--- config.mk ---
export PLATFORM = sky130hd
export DESIGN_NAME = button_click_qualifier
export DESIGN_NICKNAME = d
export VERILOG_FILES = /design/src/hdl/bcq_pkg.sv /design/src/hdl/bcq_cfg.sv /design/src/hdl/button_click_qualifier.sv
export SDC_FILE = /design/constraint.sdc
export NUM_CORES = 1
export LEC_CHECK = 0
export ABC_AREA = 1
export BUFFER_PORTS_ARGS = -buffer_cell sky130_fd_sc_hd__clkbuf_2
export CORE_ASPECT_RATIO = 1.75
export CORE_MARGIN = 2
export CORE_UTILIZATION = 30
export CTS_BUF_LIST = sky130_fd_sc_hd__clkbuf_16
export CTS_CLUSTER_SIZE = 20
export DETAILED_ROUTE_END_ITERATION = 7
export GPL_TIMING_DRIVEN = 0
export SLEW_MARGIN = 10
export SYNTH_ARGS = -nofsm -noshare
export SYNTH_HDL_FRONTEND = slang
export SYNTH_SLANG_ARGS = --single-unit
--- constraint.sdc ---
create_clock -name clk_i -period 3.42 [get_ports clk_i]
set_input_delay 0.513 -clock clk_i [delete_from_list [all_inputs] [get_ports clk_i]]
set_output_delay 0.513 -clock clk_i [all_outputs]
set_load 0.005 [all_outputs]
--- src/hdl/bcq_pkg.sv ---
// Package for the button click qualifier: register indexes, the register
// file struct and the qualifier state encoding. No dependencies.
package bcq_pkg;

  // Configuration register indexes and port widths.
  localparam int unsigned CfgIdxW  = 3;
  localparam int unsigned CfgDataW = 16;

  localparam logic [CfgIdxW-1:0] CFG_UP_IDLE     = 3'd0;
  localparam logic [CfgIdxW-1:0] CFG_DOWN_DETECT = 3'd1;
  localparam logic [CfgIdxW-1:0] CFG_DOWN_LONG   = 3'd2;
  localparam logic [CfgIdxW-1:0] CFG_UP_DETECT   = 3'd3;
  localparam logic [CfgIdxW-1:0] CFG_UP_CLICK    = 3'd4;

  // Reset values of the thresholds, in sampling ticks.
  localparam logic [CfgDataW-1:0] RST_UP_IDLE     = 16'd10;
  localparam logic [CfgDataW-1:0] RST_DOWN_DETECT = 16'd5;
  localparam logic [CfgDataW-1:0] RST_DOWN_LONG   = 16'd300;
  localparam logic [CfgDataW-1:0] RST_UP_DETECT   = 16'd5;
  localparam logic [CfgDataW-1:0] RST_UP_CLICK    = 16'd40;

  // Payload widths of the stream beats.
  localparam int unsigned InDataW  = 8;
  localparam int unsigned OutDataW = 16;
  localparam int unsigned ClickW   = 8;

  // Input beat kinds carried in tuser.
  localparam logic OP_TICK = 1'b0;
  localparam logic OP_READ = 1'b1;

  typedef struct packed {
    logic [CfgDataW-1:0] up_idle_ticks;
    logic [CfgDataW-1:0] down_detect_ticks;
    logic [CfgDataW-1:0] down_long_ticks;
    logic [CfgDataW-1:0] up_detect_ticks;
    logic [CfgDataW-1:0] up_click_ticks;
  } cfg_t;

  typedef enum logic [1:0] {
    ST_IDLE     = 2'd0,
    ST_PRESSED  = 2'd1,
    ST_RELEASED = 2'd2
  } state_e;

endpackage

--- src/hdl/bcq_cfg.sv ---
// Threshold register file of the button click qualifier.
// Depends on bcq_pkg for the register indexes, reset values and cfg_t.
module bcq_cfg import bcq_pkg::*; (
  input  logic                clk_i,
  input  logic                rst_ni,
  input  logic                cfg_valid_i,
  output logic                cfg_ready_o,
  input  logic [CfgIdxW-1:0]  cfg_index_i,
  input  logic [CfgDataW-1:0] cfg_data_i,
  output cfg_t                cfg_o
);

  cfg_t cfg_q;
  cfg_t cfg_d;

  // Writes are always taken; an index past the last register is dropped.
  assign cfg_ready_o = 1'b1;

  always_comb begin
    cfg_d = cfg_q;
    if (cfg_valid_i) begin
      unique case (cfg_index_i)
        CFG_UP_IDLE:     cfg_d.up_idle_ticks     = cfg_data_i;
        CFG_DOWN_DETECT: cfg_d.down_detect_ticks = cfg_data_i;
        CFG_DOWN_LONG:   cfg_d.down_long_ticks   = cfg_data_i;
        CFG_UP_DETECT:   cfg_d.up_detect_ticks   = cfg_data_i;
        CFG_UP_CLICK:    cfg_d.up_click_ticks    = cfg_data_i;
        default:         cfg_d = cfg_q;
      endcase
    end
  end

  always_ff @(posedge clk_i or negedge rst_ni) begin
    if (!rst_ni) begin
      cfg_q.up_idle_ticks     <= RST_UP_IDLE;
      cfg_q.down_detect_ticks <= RST_DOWN_DETECT;
      cfg_q.down_long_ticks   <= RST_DOWN_LONG;
      cfg_q.up_detect_ticks   <= RST_UP_DETECT;
      cfg_q.up_click_ticks    <= RST_UP_CLICK;
    end else begin
      cfg_q <= cfg_d;
    end
  end

  assign cfg_o = cfg_q;

endmodule

--- src/hdl/button_click_qualifier.sv ---
// Top level of the button click qualifier: stream ports, qualifier state
// machine and result register. Depends on bcq_pkg and bcq_cfg.
//
// Each input beat is a sampling tick (tuser 0, tdata[0] = button level) or a
// read of the click report (tuser 1). Every input beat gives exactly one
// output beat. The whole update of run counters, state and click report is
// done in the cycle the beat is accepted, and the result lands in a single
// output register, so one beat is taken per clock as long as the output
// register is empty or is being drained in the same cycle. A read that finds
// a finished sequence returns its click count, long press and multi click
// flags and clears the report; otherwise the payload fields read as zero.
module button_click_qualifier import bcq_pkg::*; #(
  parameter int unsigned COUNT_WIDTH = 16
) (
  input  logic                clk_i,
  input  logic                rst_ni,
  // Input stream.
  input  logic                s_axis_tvalid,
  output logic                s_axis_tready,
  // tdata: [0] button_pressed, rest zero.
  input  logic [InDataW-1:0]  s_axis_tdata,
  // tuser: [0] opcode.
  input  logic                s_axis_tuser,
  // Result stream.
  output logic                m_axis_tvalid,
  input  logic                m_axis_tready,
  // tdata: [0] report_ready, [8:1] click_count, [9] long_press,
  // [10] multi_click, rest zero.
  output logic [OutDataW-1:0] m_axis_tdata,
  // Configuration write channel.
  input  logic                cfg_valid_i,
  output logic                cfg_ready_o,
  input  logic [CfgIdxW-1:0]  cfg_index_i,
  input  logic [CfgDataW-1:0] cfg_data_i
);

  localparam int unsigned CmpW = (COUNT_WIDTH > CfgDataW) ? COUNT_WIDTH : CfgDataW;
  localparam logic [COUNT_WIDTH-1:0] RunMax = {COUNT_WIDTH{1'b1}};
  localparam logic [ClickW-1:0] ClickMax = {ClickW{1'b1}};

  cfg_t cfg;

  bcq_cfg u_cfg (
    .clk_i       (clk_i),
    .rst_ni      (rst_ni),
    .cfg_valid_i (cfg_valid_i),
    .cfg_ready_o (cfg_ready_o),
    .cfg_index_i (cfg_index_i),
    .cfg_data_i  (cfg_data_i),
    .cfg_o       (cfg)
  );

  state_e                 state_q, state_d;
  logic [COUNT_WIDTH-1:0] pressed_run_q, pressed_run_d;
  logic [COUNT_WIDTH-1:0] released_run_q, released_run_d;
  logic [ClickW-1:0]      click_total_q, click_total_d;
  logic                   done_q, done_d;
  logic                   long_q, long_d;
  logic                   multi_q, multi_d;
  logic                   out_valid_q;
  logic [OutDataW-1:0]    out_data_q, out_data_d;

  logic                   in_beat;
  logic                   opcode;
  logic                   button;
  logic [COUNT_WIDTH-1:0] pr_inc, rr_inc;
  logic [CmpW-1:0]        pr_x, rr_x;
  logic [ClickW-1:0]      click_inc;

  // The output register is free when empty or when it hands its beat on now.
  assign s_axis_tready = !out_valid_q || m_axis_tready;
  assign in_beat       = s_axis_tvalid && s_axis_tready;
  assign opcode        = s_axis_tuser;
  assign button        = s_axis_tdata[0];

  // Run counters after the tick: one saturating increment, the other cleared.
  always_comb begin
    pr_inc = '0;
    rr_inc = '0;
    if (button) begin
      pr_inc = (pressed_run_q == RunMax) ? pressed_run_q : pressed_run_q + 1'b1;
    end else begin
      rr_inc = (released_run_q == RunMax) ? released_run_q : released_run_q + 1'b1;
    end
  end

  assign pr_x      = CmpW'(pr_inc);
  assign rr_x      = CmpW'(rr_inc);
  assign click_inc = (click_total_q == ClickMax) ? click_total_q : click_total_q + 1'b1;

  // Next state of the qualifier and the result beat for the accepted item.
  always_comb begin
    state_d        = state_q;
    pressed_run_d  = pressed_run_q;
    released_run_d = released_run_q;
    click_total_d  = click_total_q;
    done_d         = done_q;
    long_d         = long_q;
    multi_d        = multi_q;
    out_data_d     = '0;
    if (opcode == OP_READ) begin
      if (done_q) begin
        out_data_d[0]        = 1'b1;
        out_data_d[ClickW:1] = click_total_q;
        out_data_d[ClickW+1] = long_q;
        out_data_d[ClickW+2] = multi_q;
        click_total_d        = '0;
        done_d               = 1'b0;
        long_d               = 1'b0;
        multi_d              = 1'b0;
      end
    end else begin
      pressed_run_d  = pr_inc;
      released_run_d = rr_inc;
      unique case (state_q)
        ST_PRESSED: begin
          if (pr_x > CmpW'(cfg.down_long_ticks)) begin
            long_d        = 1'b1;
            pressed_run_d = COUNT_WIDTH'(cfg.down_long_ticks);
          end else if (rr_x > CmpW'(cfg.up_detect_ticks)) begin
            state_d = ST_RELEASED;
          end
        end
        ST_RELEASED: begin
          if (rr_x > CmpW'(cfg.up_click_ticks)) begin
            done_d  = 1'b1;
            state_d = ST_IDLE;
          end else if (pr_x > CmpW'(cfg.down_detect_ticks)) begin
            multi_d       = 1'b1;
            click_total_d = click_inc;
            state_d       = ST_PRESSED;
          end
        end
        default: begin
          if (rr_x > CmpW'(cfg.up_idle_ticks)) begin
            released_run_d = COUNT_WIDTH'(cfg.up_idle_ticks);
          end else if (pr_x > CmpW'(cfg.down_detect_ticks)) begin
            click_total_d = click_inc;
            state_d       = ST_PRESSED;
          end
        end
      endcase
      out_data_d[0] = done_d;
    end
  end

  // Qualifier state, updated once per accepted beat.
  always_ff @(posedge clk_i or negedge rst_ni) begin
    if (!rst_ni) begin
      state_q        <= ST_IDLE;
      pressed_run_q  <= '0;
      released_run_q <= '0;
      click_total_q  <= '0;
      done_q         <= 1'b0;
      long_q         <= 1'b0;
      multi_q        <= 1'b0;
    end else if (in_beat) begin
      state_q        <= state_d;
      pressed_run_q  <= pressed_run_d;
      released_run_q <= released_run_d;
      click_total_q  <= click_total_d;
      done_q         <= done_d;
      long_q         <= long_d;
      multi_q        <= multi_d;
    end
  end

  // Output register valid flag.
  always_ff @(posedge clk_i or negedge rst_ni) begin
    if (!rst_ni) begin
      out_valid_q <= 1'b0;
    end else if (in_beat) begin
      out_valid_q <= 1'b1;
    end else if (m_axis_tready) begin
      out_valid_q <= 1'b0;
    end
  end

  // Output payload, loaded with each accepted beat.
  always_ff @(posedge clk_i) begin
    if (in_beat) begin
      out_data_q <= out_data_d;
    end
  end

  assign m_axis_tvalid = out_valid_q;
  assign m_axis_tdata  = out_data_q;

  // A served read leaves an empty report behind.
  a_read_clears : assert property (@(posedge clk_i) disable iff (!rst_ni)
    in_beat && (opcode == OP_READ) && done_q
    |=> !done_q && !long_q && !multi_q && (click_total_q == '0))
    else $error("report not cleared after a read");

  // A result beat that waits stays valid and unchanged until it is taken.
  a_out_stable : assert property (@(posedge clk_i) disable iff (!rst_ni)
    m_axis_tvalid && !m_axis_tready |=> m_axis_tvalid && $stable(m_axis_tdata))
    else $error("waiting result beat changed");

  // Ticks never lower the click count.
  a_tick_no_drop : assert property (@(posedge clk_i) disable iff (!rst_ni)
    in_beat && (opcode == OP_TICK) |=> click_total_q >= $past(click_total_q))
    else $error("click count dropped on a tick");

  // A beat without a finished report carries zero fields.
  a_empty_beat : assert property (@(posedge clk_i) disable iff (!rst_ni)
    out_valid_q && !out_data_q[0] |-> (out_data_q[ClickW+2:1] == '0))
    else $error("report fields set without a ready report");

endmodule

* After elaboration in Yosys (flattened, before gate mapping)
Index checks and enable logic that the tools add are counted.
** Cells by class
- Add/subtract/negate cells :: 3
- $lt $le $gt $ge :: 5
- Equality and inequality tests :: 17
- Multiplexer cells :: 36
- Bitwise operators :: 1
- Reduce and logical (&&, ||, !) cells :: 21
** Operator list (count)
- two-way mux 16 bit :: 8
- > comparator 16 bit :: 5
- two-way mux 8 bit :: 6
- adder 16 x 1 -> 16 bit (second input constant) :: 2
- equality test 16 bit (second input constant) :: 2
- case mux 8 bit (2 select lines) :: 1
- two-way mux 1 bit :: 15
- AND reduction 5 bit :: 3
- AND reduction 2 bit :: 7
- two-way mux 2 bit :: 5
- nonzero test 2 bit :: 5
- adder 8 x 1 -> 8 bit (second input constant) :: 1
- equality test 8 bit (second input constant) :: 1
- != test 2 bit (second input constant) :: 4
- equality test 3 x 2 -> 1 bit (second input constant) :: 2
- case mux 2 bit (2 select lines) :: 1
- AND reduction 4 bit :: 1
- equality test 3 x 1 -> 1 bit (second input constant) :: 1
- equality test 3 bit (second input constant) :: 1
- logical NOT 3 bit :: 1
- != test 3 x 1 -> 1 bit (second input constant) :: 1
- != test 3 x 2 -> 1 bit (second input constant) :: 1
- != test 3 bit (second input constant) :: 1
- equality test 2 x 1 -> 1 bit (second input constant) :: 1
- 7 further kinds :: 7
** Word-level totals
- Flip-flop bits (word level) :: 137
- Input bits :: 33
- Output and inout port bits :: 19

* Logic depth before layout (Yosys ltp)
Gate-level depths: netlist (run 1).
- Depth in word-level cells :: 8
- Depth in mapped cells :: 25

* Modules after synthesis
From an unflattened synthesis (run 1), not the netlist that was laid out.
** Unflattened totals
- Cell total of the unflattened synthesis :: 1236
- Area, all modules :: 9183.8 µm²
** By module, submodules not included
- button_click_qualifier :: times used 1, cells an instance 878, area an instance 5913.2 µm²
- bcq_cfg :: times used 1, cells an instance 358, area an instance 3270.6 µm²

* Worst setup path after synthesis (run 1)
No wires, ideal clock.
- Kind :: register to register
- Start point :: reg released_run_q[0]
- End point :: reg click_total_q[2]
- Library setup time :: 0.117 ns
- Data arrival time :: 2.675 ns
- Data required time :: 3.303 ns
- Path slack :: 0.628 ns
- Stages on the path, launching flop included :: 21
- Buffers on the path :: 0
- Cell sequence :: dfrtp_1 > ha_1 > nand3_1 > nor2_2 > inv_1 > nor2_2 > inv_1 > o21ai_1 > nand3_1 > nand2_1 > inv_1 > ha_1 > nand2_1 > nor4_2 > nand3_1 > nand3_2 > nand2_2 > nor2_4 > nand2_4 > nand2_1 > nand2_1
** Between the ends
- Cells in the longest elaborated chain, start to end :: 6
- Elaborated cells between the ends (all ways) :: 9
- Those cells by class :: 1 x add/sub; 2 x order compare; 3 x eq/ne; 2 x mux; 1 x reduce/logical
** RTL lines
- start, declared :: RTL line button_click_qualifier.sv:55 : logic [COUNT_WIDTH-1:0] released_run_q, released_run_d;
- start signal, assigned :: RTL line button_click_qualifier.sv:160 : released_run_q <= released_run_d;
- adder 16 x 1 -> 16 bit or equality test 16 bit (tied branches) :: RTL line button_click_qualifier.sv:83 : rr_inc = (released_run_q == RunMax) ? released_run_q : released_run_q + 1'b1;
- two-way mux 16 bit (*) :: RTL line button_click_qualifier.sv:83
- two-way mux 16 bit (*) :: RTL line button_click_qualifier.sv:80 : if (button) begin
- > comparator 16 bit, on equally long branches :: RTL line button_click_qualifier.sv:135, button_click_qualifier.sv:125
- != test 3 x 2 -> 1 bit (no line) or != test 3 bit (tied branches)
- AND reduction 5 bit (no line) (*)
- end signal, assigned :: RTL line button_click_qualifier.sv:161 : click_total_q <= click_total_d;
- end, declared :: RTL line button_click_qualifier.sv:56 : logic [ClickW-1:0] click_total_q, click_total_d;
Every way passes the cells marked *; elsewhere a longest branch is shown, timed or not.
A chain may end at the register's enable or synchronous reset.

* Final worst setup path (run 1)
- Start point :: reg pressed_run_q[3]
- End point :: reg pressed_run_q[14]
** Between the ends
- Cells in the longest elaborated chain, start to end :: 6
- Elaborated cells between the ends (all ways) :: 7
- Those cells by class :: 1 x add/sub; 1 x order compare; 1 x eq/ne; 4 x mux
** RTL lines
- start, declared :: RTL line button_click_qualifier.sv:54 : logic [COUNT_WIDTH-1:0] pressed_run_q, pressed_run_d;
- start signal, assigned :: RTL line button_click_qualifier.sv:159 : pressed_run_q <= pressed_run_d;
- adder 16 x 1 -> 16 bit or equality test 16 bit (tied branches) :: RTL line button_click_qualifier.sv:81 : pr_inc = (pressed_run_q == RunMax) ? pressed_run_q : pressed_run_q + 1'b1;
- two-way mux 16 bit (*) :: RTL line button_click_qualifier.sv:81
- two-way mux 16 bit (*) :: RTL line button_click_qualifier.sv:80
- > comparator 16 bit :: RTL line button_click_qualifier.sv:117 : if (pr_x > CmpW'(cfg.down_long_ticks)) begin
- two-way mux 16 bit :: RTL line button_click_qualifier.sv:117
- two-way mux 16 bit (*) :: RTL line button_click_qualifier.sv:115 : unique case (state_q)
Marks and branches as above.

==> metrics.md, run 1 <==
| Metric | Value |
|---|---|
| Status | `complete, no violations` |
| Clock latency on the worst-skew pair | `0.44 ns` |
| Total of endpoints with negative setup slack in the final report | `0` |
| Number of cells produced by synthesis | `1157` |
| Post-Synth Adder-Cell Area | `12.0%` |
| Static leakage | `5.39 nW` |
| Hold Vio Cnt, Final | `0` |
| Post-place instance area | `9570 sq um` |
| Effective utilization at floorplan | `30.4%` |
| DR vias/cell | `4.78` |
| Share of post-route cells with drive strength above 1 | `12.7%` |
| Count of cell types in the netlist | `44` |
| Clock tree from TritonCTS | `done` |
| Setup CP Type | `register to register` |
| Cell type of the slowest stage on the worst timing path | `dfrtp_1` |
| First-pass GRT wire length | `40600 um` |
| Worst min-delay path category | `input pin to register` |
| WL final | `25900 um` |
| Combined flip-flop and latch cell area | `3500 sq um` |
| Horiz. Die Dim | `134 um` |
| DRC violation count after routing | `0` |
| Die area | `31000 sq um` |
| Die Span Y | `231 um` |
| Multi-input logic area | `4550 sq um` |
| Post-synthesis share of cell area spent on and, or, nand and nor gates | `23.2%` |
| CP bufs+invs | `3` |
| Core footprint | `29200 sq um` |
| Number of placement rows | `83` |
| Number of enable flip-flop cells after synthesis | `11` |
| I/O pin count | `52` |
| Per-cell routed wire length | `15.9 um` |
| Top library cells by usage in the layout, fill and taps aside | `nand2_1, inv_1, o21ai_0` |
| Antenna violations before repair | `0` |
| Max frequency | `0.309 GHz` |
| Post-route minimum period | `3.23 ns` |
| Clock buffer depth | `2` |
| Max stage delay on crit path | `0.44 ns` |
| Critical Path Start Type | `register` |
| TritonCTS buffer count | `17` |
| Global-route usage over all layers | `17.3%` |
| Residual antenna-violating net count after detailed routing | `0` |
| Post-layout util | `35.7%` |
| Worst slew margin relative to its limit | `47.9%` |
| CP Capture Type | `register` |
| Total Power Consumption | `6.15 mW` |
| Overflow left after global routing | `0` |
| Clock slew at reported path FFs | `0.06 ns` |
| Via total after detailed routing | `7784` |
| Instance count along the most critical hold path | `4` |
| Multiplexer share of the synthesized area | `0%` |
| Transition time at the pin with the least slew margin | `0.782 ns` |
| Number of antenna diodes | `0` |
| Ratio of total power to cell area | `590 nW/um^2` |
| Yosys warning total | `0` |
| Critical Path, Cell by Cell | `nand2_1 -> inv_1 -> nand4_2 -> nor2_4 -> nand2_2 -> nor2_4 -> nor2_1 -> nand2_1 -> nand2_2 -> inv_1 -> ha_1 -> a21oi_1 -> o21ai_0 -> a21oi_2 -> nand2_1 -> nand2_4 -> nand3_4 -> buf_4 -> o211ai_1` |
| Worst clock skew | `0.00702 ns` |
| Total half-perimeter wirelength after legalization and detailed placement | `20600 um` |
| Net total in the final layout | `1350` |
| Clock sink total | `137` |
| Total standard cell area after synthesis | `8860 sq um` |
| Seq/Total Area, Yosys | `39.5%` |
| Most used cell along the critical path | `nand2_1` |
| Number of stages on the worst setup path | `19` |
| First-pass detailed-route iteration total | `6` |
| Max capacitance violation total | `0` |
| Most frequently used flop master after synthesis | `dfrtp_1` |
| Hold Worst Slack | `0.352 ns` |
| Tcrit/Tclk final | `94.5%` |
| Largest voltage drop on the vdd net | `283 uV` |
| Length in cells of the worst reg-to-reg path | `19` |
| Number of global-route vias before repair | `7758` |
| Most common library cell in the layout ignoring fill and taps | `nand2_1` |
| Dominant combinational cell family by area after synthesis | `simple AND/OR/NAND/NOR gates` |
| Setup ws final | `0.187 ns` |
| Average cell area after synthesis | `7.66 sq um` |
| Max Fanout on Critical Path | `10` |
| Required time at the worst-slack endpoint | `3.77 ns` |
| Post-route standard cell area excluding fillers | `10400 sq um` |
| CTS H-Tree Depth | `4` |
| Final GP Congestion | `0.867` |
| Share of the synthesized area in compound gates (AO/OA/AOI/OAI) | `13.1%` |
| Initial drt markers | `455` |
| # port buffers | `37` |
| Worst path top cell family by delay | `simple AND/OR/NAND/NOR gates` |
| Async SR Flop Fraction | `92.0%` |
| Final count of pins violating max slew | `0` |
| Count of filler cells inserted in the layout | `3055` |
| Root buf cell | `clkbuf_16` |
| Largest net degree at the start of global routing | `91` |
| Arr. time, crit path | `3.59 ns` |
| Worst Setup Slack post-DPL | `-0.317 ns` |
| Xor/xnor cell area share of the yosys netlist | `1.68%` |
| Layout overhead on the synthesized area | `17.6%` |
| Flip-flop and latch count after synthesis | `137` |
==> synthesized netlist by cell type, types with 11 or more instances <==
cell / count / area (sq um)
nand4_1: 18 / 113
o21ai_0: 130 / 651
dfrtp_1: 114 / 2850
dfstp_2: 12 / 315
o211ai_1: 22 / 165
a21oi_1: 43 / 215
xor2_1: 13 / 114
nand3_1: 43 / 215
nand2_1: 302 / 1130
edfxtp_1: 11 / 330
nor3_1: 11 / 55.1
nor2_1: 60 / 225
inv_1: 195 / 732
clkbuf_1: 18 / 67.6
ha_1: 85 / 1060
==> worst reg2reg max path, cell delays in order (launching register included) <==
cell and delay [ns]:
dfrtp_1 0.44, nand2_1 0.12, inv_1 0.09, nand4_2 0.15, nor2_4 0.18, nand2_2 0.10, nor2_4 0.19, nor2_1 0.07
nand2_1 0.07, nand2_2 0.06, inv_1 0.08, ha_1 0.24, a21oi_1 0.14, o21ai_0 0.10, a21oi_2 0.21, nand2_1 0.14
nand2_4 0.17, nand3_4 0.17, buf_4 0.25, o211ai_1 0.17
==> area by class of cell <==
cell class	instances	share of cell area, %
multi-input cells	790	43.7
flip-flops and latches	137	33.6
inverters	200	7.20
well taps	382	4.59
clock buffers	17	4.08
repair buffers	52	3.28
clock inverters	15	1.85
plain buffers	34	1.73
==> cells by family after synthesis <==
| logic type | after synthesis |
|---|---|
| compound gates | 213 |
| other cells | 2 |
| flops | 137 |
| simple gates | 469 |
| fa+ha+maj | 85 |
| buf+inv | 234 |
| xor+xnor | 17 |
==> state kept, by name, indices dropped and copies added, names as in the netlist, 2 cells and up <==
| register | cells |
|---|---|
| click_total_q | 8 |
| m_axis_tdata | 11 |
| pressed_run_q | 16 |
| released_run_q | 16 |
| state_q | 2 |
| u_cfg.cfg_o | 80 |
==> power breakdown <==
group	total (mW)	switching [mW]	internal (mW)
registers	2.23	0.260	1.97
clock network	1.98	0.716	1.27
logic	1.94	1.23	0.705
total	6.15	2.21	3.94
==> timing repair <==
item                       CTS  global route
buffers inserted             4             9
hold endpoints to repair    12             0
setup endpoints to repair   38            39
hold buffers                 1             0
pin swaps                    3             8
gates resized for setup     10            29
==> metal layers <==
layer / GRT usage [%] / share of wire (%) / up-vias
met2: 33.1 / 54 / 178
met3: 2.89 / 3.2 / 86
li1: - / - / 3873
met5: 0 / 0 / -
met1: 16.4 / 35 / 3647
met4: 12.4 / 7.8 / 0
==> stage by stage <==
step,TNS [ns],cells
after global placement,-41.77,1580
after detailed placement,-5.93,1581
after floorplan,0,1161
final,0,1627
after global routing,-0.114,1627
after CTS,0,1618
==> final timing paths <==
path / from / end / slack [ns]
hold / removal: m_axis_tready / m_axis_tvalid$_DFFE_PN0P_ / 0.35
hold reg to reg: click_total_q[4]$_DFFE_PN0P_ / click_total_q[4]$_DFFE_PN0P_ / 0.48
max in group asynchronous: rst_ni / u_cfg.cfg_o[3]$_DFFE_PN1P_ / 2.08
setup / recovery: pressed_run_q[3]$_DFFE_PN0P_ / pressed_run_q[14]$_DFFE_PN0P_ / 0.19
min in group asynchronous: rst_ni / u_cfg.cfg_o[43]$_DFFE_PN0P_ / 0.55
setup reg to reg: pressed_run_q[3]$_DFFE_PN0P_ / pressed_run_q[14]$_DFFE_PN0P_ / 0.19
Note: power is estimated with default switching activity, not from simulation.
==> run 2: changes to the inputs <==
--- a/config.mk
+++ b/config.mk
@@ -7,7 +7,6 @@
 export LEC_CHECK = 0
 export ABC_AREA = 1
 export BUFFER_PORTS_ARGS = -buffer_cell sky130_fd_sc_hd__clkbuf_2
-export CORE_ASPECT_RATIO = 1.75
 export CORE_MARGIN = 2
 export CORE_UTILIZATION = 30
 export CTS_BUF_LIST = sky130_fd_sc_hd__clkbuf_16
==> run 2 against run 1 <==
Against the previous run: die area shrank 0.17%; worst setup slack gained 0.055 ns; final cell count shrank 0.12%; wire length decreased by 9.0%; combinational power fell by 4%; sequential share of layout area increased by 0.24 points; power is 2.8% lower; utilization increased by 0.15 points; clock power is 5% lower; flip-flop and latch count stayed put; critical path type unchanged; largest power group unchanged.
==> metrics.md, run 2 (same netlist as run 1, synthesis figures left out) <==
| Metric | Value |
|---|---|
| Total Power Consumption | `5.98 mW (-2.8%)` |
| Number of flip-flops in the largest register | `80 (unchanged)` |
| Initial drt markers | `538 (+18%)` |
| Effective utilization at floorplan | `30.7% (+0.34 points)` |
| Setup ws final | `0.242 ns (+0.0549 ns)` |
| CP bufs+invs | `4 (+1)` |
| Length in cells of the worst reg-to-reg path | `20 (+1)` |
| Power share of the sequential group | `37.3% (+1.1 points)` |
| Overflow left after global routing | `0 (unchanged)` |
| Clock slew at reported path FFs | `0.07 ns (about the same)` |
| Layout overhead on the synthesized area | `16.8%` |
| Residual antenna-violating net count after detailed routing | `0 (unchanged)` |
| DRC violation count after routing | `0 (unchanged)` |
| Clock tree from TritonCTS | `done` |
| Required time at the worst-slack endpoint | `3.79 ns (+0.02 ns)` |
| Arr. time, crit path | `3.55 ns (-0.04 ns)` |
| Worst min-delay path category | `input pin to asynchronous set/reset pin` |
| Post-route standard cell area excluding fillers | `10300 sq um (-0.71%)` |
| Clock sink total | `137 (unchanged)` |
| Number of stages on the worst setup path | `20 (+1)` |
| Final GP Congestion | `0.813 (-6.3%)` |
| DR vias/cell | `4.72 (-1.4%)` |
| Per-cell routed wire length | `14.5 um (-8.9%)` |
| Startpoint of the worst register-to-register path | `released_run_q[0]$_DFFE_PN0P_` |
| Max frequency | `0.315 GHz (+1.7%)` |
| Largest voltage drop on the vdd net | `391 uV (+38%)` |
| Most common library cell in the layout ignoring fill and taps | `nand2_1` |
| Antenna violations before repair | `0 (unchanged)` |
| Switch share | `38.0% (+2.1 points)` |
| Static leakage | `5.35 nW (-0.75%)` |
| Ratio of total power to cell area | `577 nW/um^2 (-2.1%)` |
| Post-route minimum period | `3.18 ns (-0.0549 ns)` |
| Total of endpoints with negative setup slack in the final report | `0 (unchanged)` |
| Number of placement rows | `62 (-25%)` |
| Status | `complete, no violations` |
| CP Capture Type | `register` |
| Total half-perimeter wirelength after legalization and detailed placement | `18200 um (-12%)` |
| Tcrit/Tclk final | `92.9% (-1.6 points)` |
| Clock buffer depth | `2 (unchanged)` |
| Max Fanout on Critical Path | `6 (-4)` |
| Number of hold buffers added after CTS | `0 (-1)` |
| Switching power | `2.27 mW (+2.9%)` |
| Net total in the final layout | `1346 (-0.30%)` |
| Clock network fraction of design power | `31.6% (-0.7 points)` |
| Horiz. Die Dim | `176 um (+31%)` |
| Global-route usage over all layers | `15.7% (-1.6 points)` |
| Post-place instance area | `9580 sq um (about the same)` |
| Hold Vio Cnt, Final | `0 (unchanged)` |
| Critical Path Start Type | `register` |
| Cell type of the slowest stage on the worst timing path | `dfrtp_2` |
| Die area | `30900 sq um (-0.17%)` |
| Largest net degree at the start of global routing | `80 (-12%)` |
| Via total after detailed routing | `7663 (-1.6%)` |
| Die Span Y | `176 um (-24%)` |
| Final count of pins violating max slew | `0 (unchanged)` |
| Critical Path, Cell by Cell | `ha_4 -> nand3_1 -> nor2_4 -> inv_1 -> nor2_4 -> inv_1 -> o21ai_1 -> nand3_1 -> nand2_1 -> inv_1 -> ha_1 -> nand2_1 -> nor4_4 -> nand3_2 -> nand3_2 -> nand2_2 -> nor2_4 -> buf_12 -> nand3_1 -> nand2_1` |
| Clock latency on the worst-skew pair | `0.43 ns (about the same)` |
| Share of total power in combinational logic | `31.1% (-0.4 points)` |
| Max stage delay on crit path | `0.44 ns (about the same)` |
| Worst reg2reg setup slack | `0.24 ns (+0.05 ns)` |
| Root buf cell | `clkbuf_16` |
| TritonCTS buffer count | `17 (unchanged)` |
| WL final | `23600 um (-9.0%)` |
| Capture instance of the worst register-to-register path | `click_total_q[4]$_DFFE_PN0P_` |
| Number of global-route vias before repair | `7298 (-5.9%)` |
| Worst clock skew | `0.0136 ns (+0.00654 ns)` |
| Transition time at the pin with the least slew margin | `0.800 ns (+0.0181 ns)` |
| Max capacitance violation total | `0 (unchanged)` |
| Core footprint | `28900 sq um (-1.1%)` |
| Worst Setup Slack post-DPL | `-0.110 ns (+0.207 ns)` |
| Setup CP Type | `register to register` |
| First-pass detailed-route iteration total | `7 (+1)` |
| Worst slew margin relative to its limit | `46.7% (-1.2 points)` |
| I/O pin count | `52 (unchanged)` |
| # port buffers | `37 (unchanged)` |
| CTS H-Tree Depth | `4 (unchanged)` |
| Internal power of the cells | `3.70 mW (-6.0%)` |
| Share of post-route cells with drive strength above 1 | `12.7% (-0.040 points)` |
| Number of antenna diodes | `0 (unchanged)` |
| First-pass GRT wire length | `38000 um (-6.3%)` |
| Top library cells by usage in the layout, fill and taps aside | `nand2_1, inv_1, o21ai_0` |
| Worst path top cell family by delay | `simple AND/OR/NAND/NOR gates` |
## run 2: worst max-delay path by stage
stage / startpoint / to / slack [ns]
6_report: released_run_q[0]$_DFFE_PN0P_ / click_total_q[4]$_DFFE_PN0P_ / 0.24
5_1_grt: released_run_q[0]$_DFFE_PN0P_ / released_run_q[1]$_DFFE_PN0P_ / -0.02
3_5_place_dp: released_run_q[0]$_DFFE_PN0P_ / click_total_q[0]$_DFFE_PN0P_ / -0.11
2_1_floorplan: released_run_q[0]$_DFFE_PN0P_ / click_total_q[2]$_DFFE_PN0P_ / 0.63
3_3_place_gp: rst_ni / released_run_q[0]$_DFFE_PN0P_ / -0.43
4_1_cts: pressed_run_q[2]$_DFFE_PN0P_ / pressed_run_q[9]$_DFFE_PN0P_ / 0.002
## run 2: layout make-up
cell class	instances	area, sq um
inverter	200	751
timing repair buffer	48	309
clock buffer	17	425
multi-input combinational	790	4530
tap	384	480
buffer	34	181
fill	3041	18500
sequential	137	3500
clock inverter	15	165
## run 2: power by group through the flow
stage,registers (mW),logic (mW),clock network (mW)
2_1_floorplan,2.16,1.33,0
3_3_place_gp,2.23,1.72,0
3_5_place_dp,2.24,1.77,0
4_1_cts,2.22,1.78,1.93
5_1_grt,2.27,2.17,1.99
6_report,2.23,1.86,1.89
## run 2: what timing repair did
| action | in CTS | in global routing |
|---|---|---|
| buffers inserted | 0 | 10 |
| pin swaps | 0 | 7 |
| resized for setup | 4 | 23 |
| endpoints found under the setup margin | 29 | 42 |
## run 2: stage by stage
stage / util (%) / std cells / hold slack, ns / setup TNS (ns)
2_1_floorplan: - / 1161 / 0.217 / 0
5_1_grt: 35.9 / 1625 / 0.0484 / -0.0419
3_3_place_gp: 33.1 / 1582 / 0.460 / -48.27
4_1_cts: 35.3 / 1615 / 0.0413 / 0
3_5_place_dp: 33.2 / 1583 / 0.462 / -1.07
6_report: 35.9 / 1625 / 0.0302 / 0
## run 2: layer usage
layer	GRT usage, %	vias to the layer above	routed length [um]
li1	-	3865	-
met1	21.8	3648	11500
met2	25.6	131	11000
met3	2.68	19	915
met4	3.58	0	237
met5	0	-	0
